### config.mk
export PLATFORM = sky130hd
export DESIGN_NAME = gbn_front
export DESIGN_NICKNAME = d
export VERILOG_FILES = /design/src/rtl/gbn_pkg.sv /design/src/rtl/gbn_front.sv
export SDC_FILE = /design/constraint.sdc
export NUM_CORES = 1
export LEC_CHECK = 0
export BUFFER_PORTS_ARGS = -buffer_cell sky130_fd_sc_hd__buf_2
export CAP_MARGIN = 20
export CORE_AREA = 2 2 71 73
export DETAILED_ROUTE_END_ITERATION = 10
export DIE_AREA = 0 0 73 75
export PLACE_DENSITY = 0.73
export SYNTH_ARGS = -nofsm -noshare
export SYNTH_HDL_FRONTEND = slang
export SYNTH_SLANG_ARGS = --single-unit
### constraint.sdc
create_clock -name i_clk -period 4.4 [get_ports i_clk]
set_clock_uncertainty 0.05 [all_clocks]
set_input_delay 0.44 -clock i_clk [delete_from_list [all_inputs] [get_ports i_clk]]
set_output_delay 0.44 -clock i_clk [all_outputs]
set_load 0.01 [all_outputs]
### src/rtl/gbn_pkg.sv
package gbn_pkg;

    localparam int MAX_BOXES_DEF  = 256;
    localparam int CLASS_BITS_DEF = 8;
    localparam int FIFO_DEPTH     = 4;
    localparam int RESULT_CAP     = 64;

    localparam logic [15:0] THR_RESET      = 16'd39322;
    localparam logic [6:0]  MAX_KEPT_RESET = 7'd30;

    typedef enum logic {
        CFG_IOU_THR  = 1'b0,
        CFG_MAX_KEPT = 1'b1
    } t_cfg_idx;

    typedef struct packed {
        logic signed [15:0] box_x;
        logic signed [15:0] box_y;
        logic [15:0]        box_width;
        logic [15:0]        box_height;
        logic [15:0]        score;
        logic [7:0]         class_id;
        logic               frame_end;
    } t_in_item;

    typedef struct packed {
        logic signed [15:0] kept_x;
        logic signed [15:0] kept_y;
        logic [15:0]        kept_width;
        logic [15:0]        kept_height;
        logic [15:0]        kept_score;
        logic [7:0]         kept_class;
        logic               run_end;
        logic               overflow;
    } t_out_item;

    // one queued request: the box and whether the store was already full
    typedef struct packed {
        logic     drop;
        t_in_item item;
    } t_cmd;

    typedef struct packed {
        logic        we;
        t_cfg_idx    idx;
        logic [15:0] data;
    } t_cfg_wr;

    typedef struct packed {
        logic signed [15:0] x;
        logic signed [15:0] y;
        logic [15:0]        w;
        logic [15:0]        h;
        logic [15:0]        score;
    } t_box;

endpackage

### src/rtl/gbn_front.sv
module gbn_front
    import gbn_pkg::*;
#(
    parameter int MAX_BOXES = MAX_BOXES_DEF
) (
    input  logic     i_clk,
    input  logic     i_rst_n,
    input  logic     i_valid,
    input  t_in_item i_data,
    output logic     o_stall,
    input  logic     i_full,
    output logic     o_push,
    output t_cmd     o_cmd
);

    localparam int CW = $clog2(MAX_BOXES + 1);

    logic [CW-1:0] r_cnt;
    logic [CW-1:0] n_cnt;
    logic          store_full;

    assign store_full = (r_cnt == CW'(MAX_BOXES));
    assign o_stall    = i_full;
    assign o_push     = i_valid && !i_full;
    assign o_cmd.drop = store_full;
    assign o_cmd.item = i_data;

    // track the fill level of the frame so a full store marks the request as dropped
    always_comb begin
        n_cnt = r_cnt;
        if (o_push) begin
            if (i_data.frame_end) begin
                n_cnt = '0;
            end else if (!store_full) begin
                n_cnt = r_cnt + CW'(1);
            end
        end
    end

    always_ff @(posedge i_clk) begin
        if (!i_rst_n) begin
            r_cnt <= '0;
        end else begin
            r_cnt <= n_cnt;
        end
    end

endmodule

# [Yosys cells after proc, flatten, opt, wreduce, memory -nomap -nowiden]
# Index checks and enable logic that the tools add are counted.
[totals] ff_bits=9 input_bits=93 out_inout_bits=92 wordCells=9
[op_classes] n_addsub=1 n_eq_ne=2 n_mux=2 n_reduce_logical=3
[ops] operator="$mux 9" n=2
[ops] operator="$add 9x1->9 const B" n=1
[ops] operator="$eq 9x9->1 const B" n=1
[ops] operator="$ne 2x2->1 const B" n=1
[ops] operator="$reduce_and 2->1" n=1
[ops] operator="$logic_and 1x1->1" n=1
[ops] operator="$logic_not 1->1" n=1

# [Logic depth before layout (Yosys ltp)]
[logic_depth] depth_word=3 depth_mapped=5 mapped_depth_nobuf=5

# [Worst setup path before layout]
# Ideal clock, no wire load.
[synth_path] path_kind="register to output" startpoint="reg r_cnt[0]" endpoint="out o_cmd[89] in the netlist's numbering" arrival_time_ns=1.267 required_time_ns=3.910 setup_slack_ns=2.643 path_stages_with_launch=6 n_path_buf=1 path_cell_list="dfxtp_1 > inv_1 > ha_1 > or4b_4 > nor2_1 > buf_4"
[synth_between] elab_chain_len=1
[synth_lines] item="start, declared" line="gbn_front.sv:18" text="logic [CW-1:0] r_cnt;"
[synth_lines] item="start signal, assigned" line="gbn_front.sv:44" text="r_cnt <= n_cnt;"
[synth_lines] item="$eq 9x9->1" line="gbn_front.sv:22" text="assign store_full = (r_cnt == CW'(MAX_BOXES));"
[synth_lines] item="end, declared" line="gbn_front.sv:13" text="output t_cmd o_cmd"
# Every way passes these cells.

==> flow_summary.ini <==
[run_status]
status = finished, final reports clean

[clock_network]
cts.repair.resized = 0
clock-sinks = 9
post_cts_buffers = 0
clock_latency_ps = 230
numCtsBuffers = 3
hold_buffers = 0
cts_buffer_depth = 2
path_clk_slew_ps = 50
cts_tree = built
root_buffer = clkbuf_8
htree_levels = 1

[synth]
ys_seq_area_frac = 0.1465
synth_top_flop_cell = dfxtp_1
synth_area_per_cell_um2 = 7.784
yosysWarnings = 0
synthArstFlopShare = 0
synthCells = 158
ys_ff_latch = 9
synth_enable_flop_cells = 0
synth_nets = 253
yosys.cell_types.count = 28
synth_area_um2 = 1230

[routing]
wl_mm = 1.868
dr.pass1.iters = 4
via_per_inst = 4.824
drtIter0Drc = 67
vias = 632
drc_errors = 0
ant_nets = 0
wl_per_cell_um = 14.26

[floorplanning]
io_pins = 185
start_util = 0.2639
num_rows = 25
die-width_um = 73
core_region_area_um2 = 4661
die_height_um = 75
fp.dieArea_um2 = 5475

[timing]
finalCriticalPeriod_ps = 2096
max_freq_mhz = 477.1
rsz0062_at_grt = false
finalMaxSlewViolations = 0
fin_setup_tns_ps = 0
worst_pin_slew_ps = 422.2
slew_headroom = 0.7179
hold_viol_final = 0
setup_violations = 0
fin_crit_sh = 0.4764

[final_layout]
regMostFlops = r_cnt
top_regs = r_cnt x9
fin_area_um2 = 690.7
antenna-diode-count = 0
final_cell_mix = dfxtp_1 (9), buf_2 (8), nand2_1 (7)
largest_reg_flops = 9
drive_gt1_frac = 0.1818
final_common_cell = dfxtp_1
nets = 173
fin_util = 0.1482
syn_to_final_growth_pct = -43.85

[setup_path]
arrival_ps = 1610
crit_buf_inv = 2
critPathKind = flop to primary output
r2r_cells = 5
reg2reg_from = r_cnt[0]
start_kind = flop
critPathMaxFanout = 5
slowest_delay_ps = 490
r2r_end = r_cnt[0]
ff2ff_setup_slack_ps = 2540
crit_path_top_delay_cell = or4b_4
critPathRequiredTime_ps = 3910
crit_chain = inv_1 -> ha_1 -> or4b_4 -> nor2_1 -> buf_2
cpLargestDelayFamily = simple AND/OR/NAND/NOR gates
worstSetupEndpointType = primary output

[min_path]
min_from = r_cnt[8]
hp-class = flop to flop
hold_depth = 2
hold-path-endpoint = r_cnt[8]

[place]
placed_cell_area_um2 = 645.6
gp_congestion = 0.8009
port_buffers = 8
place_hpwl_mm = 1.396

[pwr]
vdd_ir_drop_max_mv = 0.08088
comb_power_share = 0.081
powerDensity_nw_per_um2 = 282.3
power.share.switching = 0.2230
internal_power_uw = 151.5
p_switching_uw = 43.48
p_clk_frac = 0.494
p_leak_uw = 0.0002174
total_power_uw = 195.0
seq_power_share = 0.426

[global_routing]
antenna_found_initial = 0
grtUsageTotal = 0.07031
grt_pass1_vias = 609
grt_pass1_wl_mm = 2.794
grt_max_degree = 11
grt.overflow.total = 0

[job]
maxCapViolations = 0
[power by group through the flow]
stage	logic (uW)	clock network, uW	registers, uW
floorplan	93.4	0	84.4
global placement	15.5	0	84.5
detailed placement	16.0	0	84.5
CTS	16.0	98.3	82.9
global route	17.8	105	82.9
finish	15.8	96.2	83.0
[metrics by stage]
step	hold slack, ps	std cells	setup WS (ps)
6_report	451.4	131	2304
5_1_grt	480.1	131	2238
4_1_cts	451.1	131	2310
3_5_place_dp	440.2	127	2524
3_3_place_gp	436.8	127	2577
2_1_floorplan	406.7	158	2643
[cell type report]
type                       instances  area, um2
multi-input combinational         51      339.1
sequential                         9      180.2
clock buffer                       4      45.04
tap                               54      67.56
timing repair buffer               8      40.04
fill                             513       3970
inverter                           5      18.77
[synthesized netlist by cell type, types with 2 or more instances]
| cell | count | share of area |
|---|---|---|
| buf_4 | 91 | 0.56 |
| dfxtp_1 | 9 | 0.15 |
| nand2_1 | 7 | 0.021 |
| a21oi_1 | 5 | 0.020 |
| a31oi_1 | 5 | 0.025 |
| o21ai_0 | 5 | 0.020 |
| or4_1 | 5 | 0.031 |
| inv_1 | 4 | 0.012 |
| nand3_1 | 3 | 0.012 |
| ha_1 | 2 | 0.020 |
| nor2_1 | 2 | 0.0061 |
| nor2b_1 | 2 | 0.010 |
| o311ai_0 | 2 | 0.014 |
| or4b_4 | 2 | 0.022 |
[layer usage]
| metal | part of all wire | global-route usage |
|---|---|---|
| met5 | 0 | 0 |
| met4 | 0.087 | 0.08848 |
| met3 | 0.15 | 0.06426 |
| met2 | 0.39 | 0.08308 |
| met1 | 0.37 | 0.06270 |
[worst max path at each step]
stage	startpoint	to	slack, ps	cells past startpoint
floorplan	r_cnt[0]	o_cmd[89]	2640	5
global placement	i_data[0]	r_cnt[7]	2580	4
detailed placement	i_data[0]	r_cnt[7]	2520	4
CTS	r_cnt[0]	o_cmd[89]	2310	5
global route	r_cnt[0]	o_cmd[89]	2240	5
finish	r_cnt[0]	o_cmd[89]	2300	5
[tightest hold or removal path: stages, from the launching register on]
cell	delay, ps
dfxtp_1	320
nand2_1	60
a31oi_1	60
[cells by family after synthesis]
kind of cell,count (synthesis),share of synthesized area
fa+ha+maj,2,0.02034
buf+inv,98,0.5778
flops,9,0.1465
simple gates,28,0.1475
compound gates,21,0.1078
(Power assumes the default switching activity.)
