File: src/rtl/gbn_pkg.sv
package gbn_pkg;

    localparam int MAX_BOXES_DEF  = 256;
    localparam int CLASS_BITS_DEF = 8;
    localparam int FIFO_DEPTH     = 4;
    localparam int RESULT_CAP     = 64;

    localparam logic [15:0] THR_RESET      = 16'd39322;
    localparam logic [6:0]  MAX_KEPT_RESET = 7'd30;

    typedef enum logic {
        CFG_IOU_THR  = 1'b0,
        CFG_MAX_KEPT = 1'b1
    } t_cfg_idx;

    typedef struct packed {
        logic signed [15:0] box_x;
        logic signed [15:0] box_y;
        logic [15:0]        box_width;
        logic [15:0]        box_height;
        logic [15:0]        score;
        logic [7:0]         class_id;
        logic               frame_end;
    } t_in_item;

    typedef struct packed {
        logic signed [15:0] kept_x;
        logic signed [15:0] kept_y;
        logic [15:0]        kept_width;
        logic [15:0]        kept_height;
        logic [15:0]        kept_score;
        logic [7:0]         kept_class;
        logic               run_end;
        logic               overflow;
    } t_out_item;

    // one queued request: the box and whether the store was already full
    typedef struct packed {
        logic     drop;
        t_in_item item;
    } t_cmd;

    typedef struct packed {
        logic        we;
        t_cfg_idx    idx;
        logic [15:0] data;
    } t_cfg_wr;

    typedef struct packed {
        logic signed [15:0] x;
        logic signed [15:0] y;
        logic [15:0]        w;
        logic [15:0]        h;
        logic [15:0]        score;
    } t_box;

endpackage

File: src/rtl/gbn_fifo.sv
module gbn_fifo
    import gbn_pkg::*;
(
    input  logic i_clk,
    input  logic i_rst_n,
    input  logic i_push,
    input  t_cmd i_cmd,
    input  logic i_pop,
    output t_cmd o_cmd,
    output logic o_empty,
    output logic o_full
);

    localparam int PW = $clog2(FIFO_DEPTH);
    localparam int NW = $clog2(FIFO_DEPTH + 1);

    t_cmd          r_mem [FIFO_DEPTH];
    logic [PW-1:0] r_wp;
    logic [PW-1:0] r_rp;
    logic [NW-1:0] r_cnt;
    logic          do_pop;

    assign o_empty = (r_cnt == '0);
    assign o_full  = (r_cnt == NW'(FIFO_DEPTH));
    assign o_cmd   = r_mem[r_rp];
    assign do_pop  = i_pop && !o_empty;

    always_ff @(posedge i_clk) begin
        if (i_push) begin
            r_mem[r_wp] <= i_cmd;
        end
    end

    always_ff @(posedge i_clk) begin
        if (!i_rst_n) begin
            r_wp  <= '0;
            r_rp  <= '0;
            r_cnt <= '0;
        end else begin
            if (i_push) begin
                r_wp <= r_wp + PW'(1);
            end
            if (do_pop) begin
                r_rp <= r_rp + PW'(1);
            end
            if (i_push && !do_pop) begin
                r_cnt <= r_cnt + NW'(1);
            end else if (!i_push && do_pop) begin
                r_cnt <= r_cnt - NW'(1);
            end
        end
    end

endmodule

File: config.mk
export PLATFORM = sky130hd
export DESIGN_NAME = gbn_fifo
export DESIGN_NICKNAME = d
export VERILOG_FILES = /design/src/rtl/gbn_pkg.sv /design/src/rtl/gbn_fifo.sv
export SDC_FILE = /design/constraint.sdc
export NUM_CORES = 1
export LEC_CHECK = 0
export ABC_AREA = 1
export BUFFER_PORTS_ARGS = -buffer_cell sky130_fd_sc_hd__buf_2
export CORE_MARGIN = 2
export CORE_UTILIZATION = 25
export DETAILED_ROUTE_END_ITERATION = 8
export GPL_TIMING_DRIVEN = 0
export PLACE_DENSITY = 0.48
export SLEW_MARGIN = 20
export SYNTH_ARGS = -nofsm -noshare
export SYNTH_HDL_FRONTEND = slang
export SYNTH_SLANG_ARGS = --single-unit
File: constraint.sdc
create_clock -name i_clk -period 3.1 [get_ports i_clk]
set_clock_uncertainty 0.05 [all_clocks]
set_input_delay 0.465 -clock i_clk [delete_from_list [all_inputs] [get_ports i_clk]]
set_output_delay 0.465 -clock i_clk [all_outputs]
set_load 0.05 [all_outputs]
## Word-level counts from Yosys, hierarchy flattened

Memories as Yosys holds them, arrays and structs flattened. A register that Yosys moved wholly into a read port is not among the register bits.
Index checks and enable logic that the tools add are counted.

- Add/subtract/negate cells: 4
- Equality and inequality tests: 1
- Mux-type cells: 6
- Reductions and logical operators: 8

Operator list:

| kind | count |
|---|---|
| two-way mux 3 bit | 2 |
| adder 2 x 1 -> 2 bit (second input constant) | 2 |
| two-way mux 2 bit | 2 |
| adder 3 x 1 -> 3 bit (second input constant) | 1 |
| equality test 3 bit (second input constant) | 1 |
| logical AND 1 bit | 3 |
| logical NOT 1 bit | 3 |
| logical NOT 3 bit | 1 |
| subtractor 3 x 1 -> 3 bit (second input constant) | 1 |
| two-way mux 1 bit | 2 |
| nonzero test 2 bit | 1 |

- Register bits: 7
- Bits in writable memories: 360
- Bits of input ports: 94
- Output and inout port bits: 92
- Logic and storage cells: 23
- Memories kept: 1

Memory list:

| memory | words | bits a word | read ports | clocked after memory_dff | write ports | RTL line | source |
|---|---|---|---|---|---|---|---|
| r_mem | 4 | 90 | 1 | 1 | 1 | gbn_fifo.sv:17 | `t_cmd r_mem [FIFO_DEPTH];` |

## Depth between registers and ports, before layout

- Depth after elaboration: 6
- Mapped depth: 12
- Depth with buffers taken out: 12

## Worst setup path after synthesis

OpenSTA, ideal clock, no wires.

- Kind: reg-to-reg
- Start point: register r_wp[0]
- End point: memory r_mem[2][0] in the netlist's numbering (enable)
- Setup time: 444 ps
- Arrival time: 2329 ps
- Data required time: 2606 ps
- Setup slack: 278 ps
- Cell stages (with the launch flop): 5
- Path buffers: 0
- Period minus slack after synthesis: 2822 ps
- Cells stage by stage: dfxtp_1 inv_1 ha_1 nand2_1 inv_1

RTL lines:

| item | RTL line | source |
|---|---|---|
| start: declaration | gbn_fifo.sv:18 | `logic [PW-1:0] r_wp;` |
| start signal: assignment | gbn_fifo.sv:41 | `r_wp <= r_wp + PW'(1);` |
| end: declaration | gbn_fifo.sv:17 |  |

Straight into the memory's write port.

==> reports/qor.csv <==
metric;value;unit
syn_avg_cell_area;14.7;um2
power.total;15.2;mW
yosysTopAreaCellShare;78.6;%
crit_arrival;2.43;ns
path_clk_slew;0.06;ns
synth-seq-cells;369;
relSlewSlack;55.0;%
die-area;56900;um2
core-area;54100;um2
h-tree-depth;2;
fin_ws;0.151;ns
routedWlPerCell;19.8;um
synth-async-reset-ratio;0;%
grt_pass1_vias;8570;
maxCapViolCount;0;
clk_latency;0.54;ns
cts_buffer_depth;3;
drive_gt1_share;24.8;%
finalWirelength;37.5;mm
cts_sinks;369;
drc;0;
yosysUniqueCellTypes;20;
worstSetupEndpointType;primary output;
drtAntennaViolNets;0;
fin_util;31.5;%
syn_area;13700;um2
multiInputGateArea;2370;um2
status;complete, no violations;
startpoint_type;flop;
drt_iter0_markers;554;
max_freq;339;MHz
crit_type;flop to primary output;
numCtsBuffers;42;
synth_area_leaders;edfxtp_1, o21ai_0, nor2_1;
area_growth;24.0;%
report.final.slew_viol_count;0;
grt_max_degree;56;
via_count;8433;
postSynthCellCount;934;
nets;1269;
diodes;0;
gp_congestion;0.718;
synth-edff-count;360;
dr.pass1.iters;5;
hpwl;21.9;mm
max_slew.worst_pin.slew;0.676;ns
yosys-top-cells-count;edfxtp_1, nor2_1, o21ai_0;
cts_tree;built;
io_pins;186;
yosysMostFrequentCell;edfxtp_1;
fillers;5345;
setup_viol;0;
root_buffer;clkbuf_16;
peakVddDrop;529;uV
finalCritPeriodShare;95.1;%
hp-class;primary input to flop;
track_usage;13.1;%
rsz0062_at_grt;no;
p_leak;5.92;nW
portBuffers;185;
synth-main-ff-cell;edfxtp_1;
period_needed;2.95;ns
ys_warn_count;0;
grt_overflow;0;
p_per_area;891;nW/um2
rows;85;
hold_viol;0;
required;2.58;ns
antenna_found_initial;10;
die_y;238;um
grt_pass1_wl;54.9;mm
die_x;238;um
dpl_worst_slack;0.0745;ns
cp_max_fo;10;
fin_tns_setup;0;ns
whs;0.0666;ns
via_per_inst;4.45;
start_util;25.4;%
ys_seq_area_share;79.9;%
regArea;11000;um2
syn_nets;1034;
yosysTopAreaCell;edfxtp_1;
## final timing paths
path              from      endpoint  slack, ns  cells past startpoint
max               flop     o_cmd[66]       0.15                      8
min          i_cmd[78]  r_mem[3][78]       0.07                      1
max reg2reg    r_wp[0]  r_mem[0][33]       1.16                      5
min reg2reg    r_rp[0]       r_rp[0]       0.45                      2
## report_power, final
part,switching [mW],internal [mW]
clock,1.94,2.83
combinational,3.63,1.02
sequential,0.0624,5.73
total,5.63,9.57
## per-stage QoR
stage / cell area, um2 / instances
2_1_floorplan: 13700 / 934
3_3_place_gp: 15500 / 1815
3_5_place_dp: 15700 / 1819
4_1_cts: 17000 / 1894
5_1_grt: 17000 / 1894
6_report: 17000 / 1894
## kinds of logic (layout without fill, tap and decap cells)
family                   after synthesis  in the layout  share of synthesized area (%)
flip-flops                           369            369                           79.9
AO/OA/AOI/OAI                        278            278                           10.9
AND/OR/NAND/NOR                      205            205                           5.63
buffers and inverters                 75            339                           2.81
adder cells (fa/ha/maj)                6              6                          0.601
XOR/XNOR                               1              1                         0.0637
## registers in the layout (all words and copies together) (netlist names), named ones only
name,count
r_wp,2
r_cnt,3
r_rp,2
r_mem,360
## layout by cell type, fill, tap and decap left out, drive strengths merged
cell type	synthesis	final
dfxtp	9	9
o21ai	183	183
xor2	1	1
inv	17	18
fa	1	1
clkbuf	44	96
nor2	186	186
nor3	1	1
clkinvlp	0	3
buf	14	205
clkinv	0	14
ha	5	5
o22ai	90	90
edfxtp	360	360
bufinv	0	3
a21oi	5	5
nand3	3	3
nand2	15	15
## area by class of cell
type / count / area share [%]
Buffer: 58 / 2.08
Timing Repair Buffer: 191 / 6.17
Clock inverter: 21 / 1.10
Inverter: 17 / 0.543
Tap cell: 696 / 5.11
Multi-Input combinational cell: 490 / 13.9
Sequential cell: 369 / 64.5
Clock buffer: 52 / 6.63
## per-layer routing
metal,track usage [%],vias to the layer above,wire length (um)
met3,3.88,65,2410
met5,0,-,48
li1,-,3993,-
met4,3.84,8,877
met1,17.2,4158,16400
met2,21.1,209,17700
## repair_timing
action	4_1_cts	5_1_grt
hold buffers	0	0
buffers inserted	2	0
cloned	0	0
setup endpoints to repair	90	12
resized for setup	27	4
## worst max-delay path: stages, from the launching register on
cell,delay (ns)
dfxtp_1,0.30
buf_6,0.17
buf_6,0.20
inv_6,0.17
buf_12,0.19
buf_4,0.21
nor2_1,0.06
o22ai_1,0.23
buf_2,0.31
Power figures use the tool's default switching activity.
